## src/hdl/ptbf_pkg.sv

```systemverilog
// ----------------------------------------------------------------------------
// ptbf_pkg: shared types and constants of the printer text byte filter
// Character codes, register indexes and controller/datapath link structs.
// ----------------------------------------------------------------------------
`default_nettype none

package ptbf_pkg;

  localparam logic [7:0] CH_FF    = 8'h0C;
  localparam logic [7:0] CH_LF    = 8'h0A;
  localparam logic [7:0] CH_CR    = 8'h0D;
  localparam logic [7:0] CH_TAB   = 8'h09;
  localparam logic [7:0] CH_SPACE = 8'h20;

  localparam int unsigned CfgIdxW  = 2;
  localparam int unsigned CfgDataW = 4;

  localparam logic [CfgIdxW-1:0] CFG_TAB_WIDTH    = 2'd0;
  localparam logic [CfgIdxW-1:0] CFG_BINARY_MODE  = 2'd1;
  localparam logic [CfgIdxW-1:0] CFG_NO_FORM_FEED = 2'd2;

  localparam logic [3:0] TAB_WIDTH_RESET = 4'd4;

  // controller -> datapath
  typedef struct packed {
    logic load;   // capture the accepted request
    logic step;   // retire one result (or an item with none)
  } ptbf_cmd_t;

  // datapath -> controller
  typedef struct packed {
    logic empty;  // current item produces no result
    logic last;   // current result is the final one of the item
  } ptbf_sts_t;

endpackage

`default_nettype wire

```

## src/hdl/ptbf_in_if.sv

```systemverilog
// ----------------------------------------------------------------------------
// ptbf_in_if: input channel of the printer text byte filter
// Valid/ready handshake carrying one text byte or an end-of-file mark.
// ----------------------------------------------------------------------------
`default_nettype none

interface ptbf_in_if;
  logic       valid;
  logic       ready;
  logic [7:0] in_byte;
  logic       end_of_file;

  modport source (output valid, output in_byte, output end_of_file, input ready);
  modport sink   (input valid, input in_byte, input end_of_file, output ready);
endinterface

`default_nettype wire

```

## src/hdl/ptbf_out_if.sv

```systemverilog
// ----------------------------------------------------------------------------
// ptbf_out_if: result channel of the printer text byte filter
// Valid/ready handshake carrying one printer byte and its end-of-run flag.
// ----------------------------------------------------------------------------
`default_nettype none

interface ptbf_out_if;
  logic       valid;
  logic       ready;
  logic [7:0] out_byte;
  logic       last_of_run;

  modport source (output valid, output out_byte, output last_of_run, input ready);
  modport sink   (input valid, input out_byte, input last_of_run, output ready);
endinterface

`default_nettype wire

```

## src/hdl/ptbf_ctrl.sv

```systemverilog
// ----------------------------------------------------------------------------
// ptbf_ctrl: request sequencer of the printer text byte filter
// Takes one request, then walks the datapath through its results.
// ----------------------------------------------------------------------------
`default_nettype none

module ptbf_ctrl (
  input  wire                clk,
  input  wire                rst_n,
  input  wire                in_valid,
  output logic               in_ready,
  output logic               out_valid,
  input  wire                out_ready,
  output ptbf_pkg::ptbf_cmd_t cmd,
  input  ptbf_pkg::ptbf_sts_t sts
);

  typedef enum logic [1:0] {
    ST_IDLE = 2'b01,
    ST_EMIT = 2'b10
  } state_t;

  state_t state_r, state_nxt;

  always_comb begin
    state_nxt = state_r;
    in_ready  = 1'b0;
    out_valid = 1'b0;
    cmd.load  = 1'b0;
    cmd.step  = 1'b0;
    unique case (state_r)
      ST_IDLE: begin
        in_ready = 1'b1;
        if (in_valid) begin
          cmd.load  = 1'b1;
          state_nxt = ST_EMIT;
        end
      end
      ST_EMIT: begin
        if (sts.empty) begin
          // end of file with nothing to print: just clear the state
          cmd.step  = 1'b1;
          state_nxt = ST_IDLE;
        end else begin
          out_valid = 1'b1;
          if (out_ready) begin
            cmd.step = 1'b1;
            if (sts.last) begin
              state_nxt = ST_IDLE;
            end
          end
        end
      end
      default: begin
        state_nxt = ST_IDLE;
      end
    endcase
  end

  always_ff @(posedge clk) begin
    if (!rst_n) begin
      state_r <= ST_IDLE;
    end else begin
      state_r <= state_nxt;
    end
  end

endmodule

`default_nettype wire

```

## src/hdl/ptbf_dp.sv

```systemverilog
// ----------------------------------------------------------------------------
// ptbf_dp: datapath of the printer text byte filter
// Holds configuration, column and CR history; forms each printer byte.
// ----------------------------------------------------------------------------
`default_nettype none

module ptbf_dp (
  input  wire                                    clk,
  input  wire                                    rst_n,
  input  wire                                    cfg_we,
  input  wire  [ptbf_pkg::CfgIdxW-1:0]           cfg_index,
  input  wire  [ptbf_pkg::CfgDataW-1:0]          cfg_wdata,
  input  wire  [7:0]                             in_byte,
  input  wire                                    end_of_file,
  input  ptbf_pkg::ptbf_cmd_t                    cmd,
  output ptbf_pkg::ptbf_sts_t                    sts,
  output logic [7:0]                             out_byte
);

  logic [3:0] tab_width_r;
  logic       binary_mode_r;
  logic       no_form_feed_r;
  logic [7:0] byte_r;
  logic       eof_r;
  logic       lf_cr_sent_r, lf_cr_sent_nxt;
  logic [2:0] col_r, col_nxt;
  logic       prev_cr_r, prev_cr_nxt;

  logic       is_cr, is_lf, is_tab;
  logic [2:0] tab_mask;
  logic [2:0] col_inc;

  assign is_cr   = (byte_r == ptbf_pkg::CH_CR);
  assign is_lf   = (byte_r == ptbf_pkg::CH_LF);
  assign is_tab  = (byte_r == ptbf_pkg::CH_TAB);
  assign col_inc = col_r + 3'd1;

  always_comb begin
    unique case (tab_width_r)
      4'd1:    tab_mask = 3'd0;
      4'd2:    tab_mask = 3'd1;
      4'd4:    tab_mask = 3'd3;
      default: tab_mask = 3'd7;
    endcase
  end

  always_comb begin
    out_byte  = byte_r;
    sts.empty = eof_r && (binary_mode_r || no_form_feed_r);
    sts.last  = 1'b1;
    priority if (eof_r) begin
      out_byte = ptbf_pkg::CH_FF;
    end else if (binary_mode_r) begin
      out_byte = byte_r;
    end else if (is_lf && !prev_cr_r && !lf_cr_sent_r) begin
      // insert CR ahead of a bare LF
      out_byte = ptbf_pkg::CH_CR;
      sts.last = 1'b0;
    end else if (is_tab) begin
      out_byte = ptbf_pkg::CH_SPACE;
      sts.last = ((col_inc & tab_mask) == 3'd0);
    end else begin
      out_byte = byte_r;
    end
  end

  always_comb begin
    col_nxt        = col_r;
    prev_cr_nxt    = prev_cr_r;
    lf_cr_sent_nxt = lf_cr_sent_r;
    if (cmd.load) begin
      lf_cr_sent_nxt = 1'b0;
    end else if (cmd.step) begin
      priority if (eof_r) begin
        col_nxt     = 3'd0;
        prev_cr_nxt = 1'b0;
      end else if (binary_mode_r) begin
        prev_cr_nxt = is_cr;
      end else if (is_cr) begin
        prev_cr_nxt = 1'b1;
      end else if (is_lf) begin
        if (!prev_cr_r && !lf_cr_sent_r) begin
          lf_cr_sent_nxt = 1'b1;
        end else begin
          col_nxt     = 3'd0;
          prev_cr_nxt = 1'b0;
        end
      end else begin
        // tab space or any other byte: advance the column
        col_nxt     = col_inc;
        prev_cr_nxt = 1'b0;
      end
    end
  end

  always_ff @(posedge clk) begin
    if (!rst_n) begin
      tab_width_r    <= ptbf_pkg::TAB_WIDTH_RESET;
      binary_mode_r  <= 1'b0;
      no_form_feed_r <= 1'b0;
      col_r          <= 3'd0;
      prev_cr_r      <= 1'b0;
      lf_cr_sent_r   <= 1'b0;
      eof_r          <= 1'b0;
    end else begin
      col_r        <= col_nxt;
      prev_cr_r    <= prev_cr_nxt;
      lf_cr_sent_r <= lf_cr_sent_nxt;
      if (cmd.load) begin
        eof_r <= end_of_file;
      end
      if (cfg_we) begin
        unique case (cfg_index)
          ptbf_pkg::CFG_TAB_WIDTH:    tab_width_r    <= cfg_wdata;
          ptbf_pkg::CFG_BINARY_MODE:  binary_mode_r  <= cfg_wdata[0];
          ptbf_pkg::CFG_NO_FORM_FEED: no_form_feed_r <= cfg_wdata[0];
          default: ;
        endcase
      end
    end
  end

  always_ff @(posedge clk) begin
    if (cmd.load) begin
      byte_r <= in_byte;
    end
  end

endmodule

`default_nettype wire

```

## src/hdl/printer_text_byte_filter.sv

```systemverilog
// The first printer byte of a request is offered in the cycle after it is
// accepted; further bytes follow one per cycle while the sink is ready.
// A request yields 1 to 8 printer bytes (eight for a full tab stop); an end of
// file with no form feed yields none. No new request is taken until the
// sequencer has walked the single request register through all of them.
// Reset: synchronous rst_n clears column and CR history, tab width 4.
// ----------------------------------------------------------------------------
// printer_text_byte_filter: top level of the printer text byte filter
// Tab expansion, LF to CR LF and end-of-file form feed for a line printer.
// ----------------------------------------------------------------------------
`default_nettype none

module printer_text_byte_filter (
  input  wire                           clk,
  input  wire                           rst_n,
  ptbf_in_if.sink                       in_ch,
  ptbf_out_if.source                    out_ch,
  input  wire                           cfg_we,
  input  wire [ptbf_pkg::CfgIdxW-1:0]   cfg_index,
  input  wire [ptbf_pkg::CfgDataW-1:0]  cfg_wdata
);

  ptbf_pkg::ptbf_cmd_t cmd;
  ptbf_pkg::ptbf_sts_t sts;

  ptbf_ctrl u_ctrl (
    .clk       (clk),
    .rst_n     (rst_n),
    .in_valid  (in_ch.valid),
    .in_ready  (in_ch.ready),
    .out_valid (out_ch.valid),
    .out_ready (out_ch.ready),
    .cmd       (cmd),
    .sts       (sts)
  );

  ptbf_dp u_dp (
    .clk         (clk),
    .rst_n       (rst_n),
    .cfg_we      (cfg_we),
    .cfg_index   (cfg_index),
    .cfg_wdata   (cfg_wdata),
    .in_byte     (in_ch.in_byte),
    .end_of_file (in_ch.end_of_file),
    .cmd         (cmd),
    .sts         (sts),
    .out_byte    (out_ch.out_byte)
  );

  assign out_ch.last_of_run = sts.last;

`ifndef ASSERT_OFF
  a_no_overlap: assert property (@(posedge clk) disable iff (!rst_n)
    !(in_ch.ready && out_ch.valid))
    else $error("request taken while a result is offered");

  a_busy_after_load: assert property (@(posedge clk) disable iff (!rst_n)
    (in_ch.valid && in_ch.ready) |=> !in_ch.ready)
    else $error("second request taken before first is retired");

  a_idle_after_last: assert property (@(posedge clk) disable iff (!rst_n)
    (out_ch.valid && out_ch.ready && out_ch.last_of_run) |=> in_ch.ready)
    else $error("not ready after final result");

  a_more_after_mid: assert property (@(posedge clk) disable iff (!rst_n)
    (out_ch.valid && out_ch.ready && !out_ch.last_of_run) |=> out_ch.valid)
    else $error("run ended without a final result");
`endif

endmodule

`default_nettype wire

```

## src/flat_wrapper.sv

```systemverilog
// flat-port wrapper written by rule: the top's interface ports become plain ports
module printer_text_byte_filter_flat 
  (clk, rst_n, cfg_we, cfg_index, cfg_wdata, in_ch_valid, in_ch_in_byte, in_ch_end_of_file, in_ch_ready, out_ch_valid, out_ch_out_byte, out_ch_last_of_run, out_ch_ready);
  ptbf_in_if in_ch_i ();
  ptbf_out_if out_ch_i ();
  input  wire clk;
  input  wire rst_n;
  input  wire cfg_we;
  input  wire [ptbf_pkg::CfgIdxW-1:0] cfg_index;
  input  wire [ptbf_pkg::CfgDataW-1:0] cfg_wdata;
  input wire logic [$bits(in_ch_i.valid)-1:0] in_ch_valid;
  input wire logic [$bits(in_ch_i.in_byte)-1:0] in_ch_in_byte;
  input wire logic [$bits(in_ch_i.end_of_file)-1:0] in_ch_end_of_file;
  output wire logic [$bits(in_ch_i.ready)-1:0] in_ch_ready;
  output wire logic [$bits(out_ch_i.valid)-1:0] out_ch_valid;
  output wire logic [$bits(out_ch_i.out_byte)-1:0] out_ch_out_byte;
  output wire logic [$bits(out_ch_i.last_of_run)-1:0] out_ch_last_of_run;
  input wire logic [$bits(out_ch_i.ready)-1:0] out_ch_ready;
  assign in_ch_i.valid = in_ch_valid;
  assign in_ch_i.in_byte = in_ch_in_byte;
  assign in_ch_i.end_of_file = in_ch_end_of_file;
  assign in_ch_ready = in_ch_i.ready;
  assign out_ch_valid = out_ch_i.valid;
  assign out_ch_out_byte = out_ch_i.out_byte;
  assign out_ch_last_of_run = out_ch_i.last_of_run;
  assign out_ch_i.ready = out_ch_ready;
  printer_text_byte_filter u_core (.clk(clk), .rst_n(rst_n), .in_ch(in_ch_i), .out_ch(out_ch_i), .cfg_we(cfg_we), .cfg_index(cfg_index), .cfg_wdata(cfg_wdata));
endmodule
```

## config.mk

```make
export PLATFORM = sky130hd
export DESIGN_NAME = printer_text_byte_filter_flat
export DESIGN_NICKNAME = d
export VERILOG_FILES = /design/src/hdl/ptbf_pkg.sv /design/src/hdl/ptbf_in_if.sv /design/src/hdl/ptbf_out_if.sv /design/src/hdl/ptbf_ctrl.sv /design/src/hdl/ptbf_dp.sv /design/src/hdl/printer_text_byte_filter.sv /design/src/flat_wrapper.sv
export SDC_FILE = /design/constraint.sdc
export NUM_CORES = 1
export LEC_CHECK = 0
export BUFFER_PORTS_ARGS = -buffer_cell sky130_fd_sc_hd__buf_2
export CELL_PAD_IN_SITES_DETAIL_PLACEMENT = 0
export CELL_PAD_IN_SITES_GLOBAL_PLACEMENT = 1
export CORE_ASPECT_RATIO = 0.8
export CORE_MARGIN = 1.5
export CORE_UTILIZATION = 35
export CTS_CLUSTER_DIAMETER = 150
export CTS_CLUSTER_SIZE = 10
export DETAILED_ROUTE_END_ITERATION = 16
export HOLD_SLACK_MARGIN = 0.08
export PLACE_DENSITY_LB_ADDON = 0.08
export SYNTH_ARGS = -nofsm -noshare
export SYNTH_HDL_FRONTEND = slang
export SYNTH_HIERARCHICAL = 1
export SYNTH_SLANG_ARGS = --single-unit
```

## constraint.sdc

```tcl
create_clock -name clk -period 2.3 [get_ports clk]
set_input_delay 0 -clock clk [delete_from_list [all_inputs] [get_ports clk]]
set_output_delay 0 -clock clk [all_outputs]
set_load 0.005 [all_outputs]
```

==> results.toml <==
[run]
drv_cap = 0

[drt]
vias_per_cell = 4.83
routedWlPerCell_um = 12.3
firstDrtPassIters = 4
ant_nets = 0
vias = 941
drc = 0
drt-initial-drc-count = 22
totalWireLength_mm = 2.40

[timing]
slew_violations = 0
clock.fmax_mhz = 489
rsz0062_at_grt = "no"
setup-tns-final_ns = 0
hold_viol = 0
slew_headroom = 0.603
worst_pin_slew_ns = 0.588
setup_viol = 0
period_share = 0.890
post-route-min-period_ns = 2.05
finalWorstSetupSlack_ns = 0.253
clock-skew-final_ns = 0.000615

[logic_synthesis]
synth_cells = 107
synth_area_um2 = 1130
synth_cell_types = 40
ys_ff_latch = 22
synth_seq_area_share = 0.460
synth_edf_count = 8
syn-num-nets = 128
yosysWarnings = 6
yosys_most_used_dff = "dfxtp_1"
avgSynthCellArea_um2 = 10.6
synthArstFlopShare = 0

[grt]
grt_overflow_total = 0
grt_pass1_wl_mm = 4.14
grt_pass1_vias = 920
antenna_found_initial = 0
grt_max_degree = 18
grt_usage = 0.155

[setup_path]
cp_data_arrival_time_ns = 2.24
cp-end-kind = "flop"
worst_path_largest_cell_delay_ns = 0.47
critical_path_class = "reg2reg"
rrSetupSlack_ns = 0.25
timing.rr.start = "u_core/u_dp/eof_r$_SDFFE_PN0P_"
crit_required_ns = 2.49
cp_slowest_cell = "dfxtp_1"
r2r_cells = 7
startpoint_type = "flop"
cp_cell_sequence = "o21a_1 > nor2_1 > nor3b_1 > or2b_1 > a41oi_2 > o21a_2 > mux2i_1"
cp_max_fo = 8
rr_endpoint = "u_core/u_dp/col_r[1]$_SDFFE_PN0P_"

[clocking]
cts_setup_buffers = 0
clk_path_buf_depth = 2
postCtsHoldBufs = 15
cts_tree = "done"
cts_root_buffer = "clkbuf_8"
cts.reportedPaths.clkPinSlew_ns = 0.07
cts-htree-levels = 1
clock-sinks = 22
cts_resized = 0
numCtsBuffers = 3
clock_latency_ns = 0.25

[layout]
drive_above_1_share = 0.271
syn_to_final_growth_pct = 34.9
mostFrequentLayoutCell = "buf_2"
multi_input_comb_area_um2 = 593
n_fill_cell = 300
layout.nets = 178
ff_latch_area_um2 = 520
antenna-diode-count = 0
most-common-layout-cells = "buf_2, dlygate4sd3_1, dfxtp_1"

[floorplanning]
std_cell_rows = 18
dieWidth_um = 66.6
die_h_um = 53.9
initial_core_util = 0.367
ios = 31
die_area_um2 = 3590
fp.coreArea_um2 = 3090

[worst_hold_path]
min_path_type = "in2reg"
hold_depth = 4
hold_start = "cfg_index[0]"
worstHoldEndpoint = "u_core/u_dp/no_form_feed_r$_SDFFE_PN0P_"

[status]
status = "completed"

[power]
vdd_drop_max_v = 0.000312
power.density_nw_per_um2 = 514
p_leak_nw = 0.575

[placement]
portBuffers = 30
place.gp.congestion = 0.776
place_ws_ns = 0.280
dp_hpwl_mm = 1.81
critical path, delay by kind of cell, from the launching register on:
kind	cells	cell delay, ns
AOI/OAI and AO/OA	3	0.73
muxes	1	0.18
DFF	1	0.47
and+or+nand+nor	3	0.60
per-layer routing:
layer,global-route usage,part of all wire,vias up
li1,-,-,487
met1,0.204,0.49,431
met2,0.253,0.46,21
met3,0.0418,0.046,2
met4,0.0408,0.0042,0
met5,0,0,-
Yosys cell counts (2+ instances only):
| cell | number | area, um2 |
|---|---|---|
| and2_1 | 5 | 31.3 |
| a21oi_1 | 4 | 20.0 |
| o21a_1 | 2 | 15.0 |
| a31oi_1 | 2 | 12.5 |
| a41oi_1 | 2 | 17.5 |
| nor2b_1 | 6 | 37.5 |
| nand2_1 | 8 | 30.0 |
| inv_1 | 4 | 15.0 |
| nand3b_1 | 2 | 15.0 |
| mux2i_1 | 7 | 70.1 |
| nand2b_1 | 5 | 31.3 |
| nor2_1 | 8 | 30.0 |
| dfxtp_1 | 14 | 280 |
| edfxtp_1 | 8 | 240 |
| nor3b_2 | 2 | 25.0 |
| and3b_1 | 2 | 17.5 |
| o21bai_1 | 2 | 15.0 |
| nand4_1 | 2 | 12.5 |
report_power, final:
group          internal (mW)  switching [mW]  leakage [nW]
registers              0.423          0.0175         0.190
clock network          0.117           0.110        0.0216
logic                 0.0686          0.0495         0.363
total                  0.608           0.177         0.575
worst max-delay path by stage:
stage	from	end	slack, ns	cells after the start
finish	u_core/u_dp/eof_r$_SDFFE_PN0P_	u_core/u_dp/col_r[1]$_SDFFE_PN0P_	0.25	7
global route	u_core/u_dp/eof_r$_SDFFE_PN0P_	u_core/u_dp/col_r[1]$_SDFFE_PN0P_	0.08	7
CTS	u_core/u_dp/eof_r$_SDFFE_PN0P_	u_core/u_dp/col_r[1]$_SDFFE_PN0P_	0.24	7
detailed placement	u_core/u_dp/eof_r$_SDFFE_PN0P_	u_core/u_dp/col_r[1]$_SDFFE_PN0P_	0.28	7
global placement	u_core/u_dp/eof_r$_SDFFE_PN0P_	u_core/u_dp/col_r[1]$_SDFFE_PN0P_	0.22	7
floorplan	u_core/u_dp/eof_r$_SDFFE_PN0P_	u_core/u_dp/col_r[1]$_SDFFE_PN0P_	0.58	7
cells by family after synthesis:
| kind of cell | share of synthesized area |
|---|---|
| buffers and inverters | 0.0166 |
| xor gates and xnor gates | 0.00774 |
| and+or+nand+nor | 0.316 |
| muxes | 0.0619 |
| AOI/OAI and AO/OA | 0.127 |
| DFF | 0.460 |
| adders and majority gates | 0.0110 |
per-stage QoR:
step / instances / instance area [um2] / utilization / hold WS (ns) / power [mW]
after floorplan: 107 / 1130 / - / 0.0989 / 0.501
after global placement: 177 / 1340 / 0.433 / 0.176 / 0.548
after detailed placement: 177 / 1340 / 0.433 / 0.180 / 0.550
after CTS: 195 / 1530 / 0.495 / 0.118 / 0.802
after global routing: 195 / 1530 / 0.495 / 0.144 / 0.836
final: 195 / 1530 / 0.495 / 0.127 / 0.786
registers in the layout, indices dropped and copies added, names as in the netlist:
signal	count
u_core/u_dp/eof_r	1
u_core/u_dp/prev_cr_r	1
u_core/u_dp/byte_r	8
u_core/u_dp/binary_mode_r	1
u_core/u_dp/tab_width_r	4
u_core/u_dp/col_r	3
u_core/u_ctrl/state_r	2
u_core/u_dp/no_form_feed_r	1
u_core/u_dp/lf_cr_sent_r	1
final cells by class:
class,instances,area share
clock buffers,3,0.0270
multi-input cells,80,0.388
repair buffers,46,0.201
inverters,4,0.00983
well taps,40,0.0328
flip-flops and latches,22,0.341
Note: power is estimated with default switching activity, not from simulation.
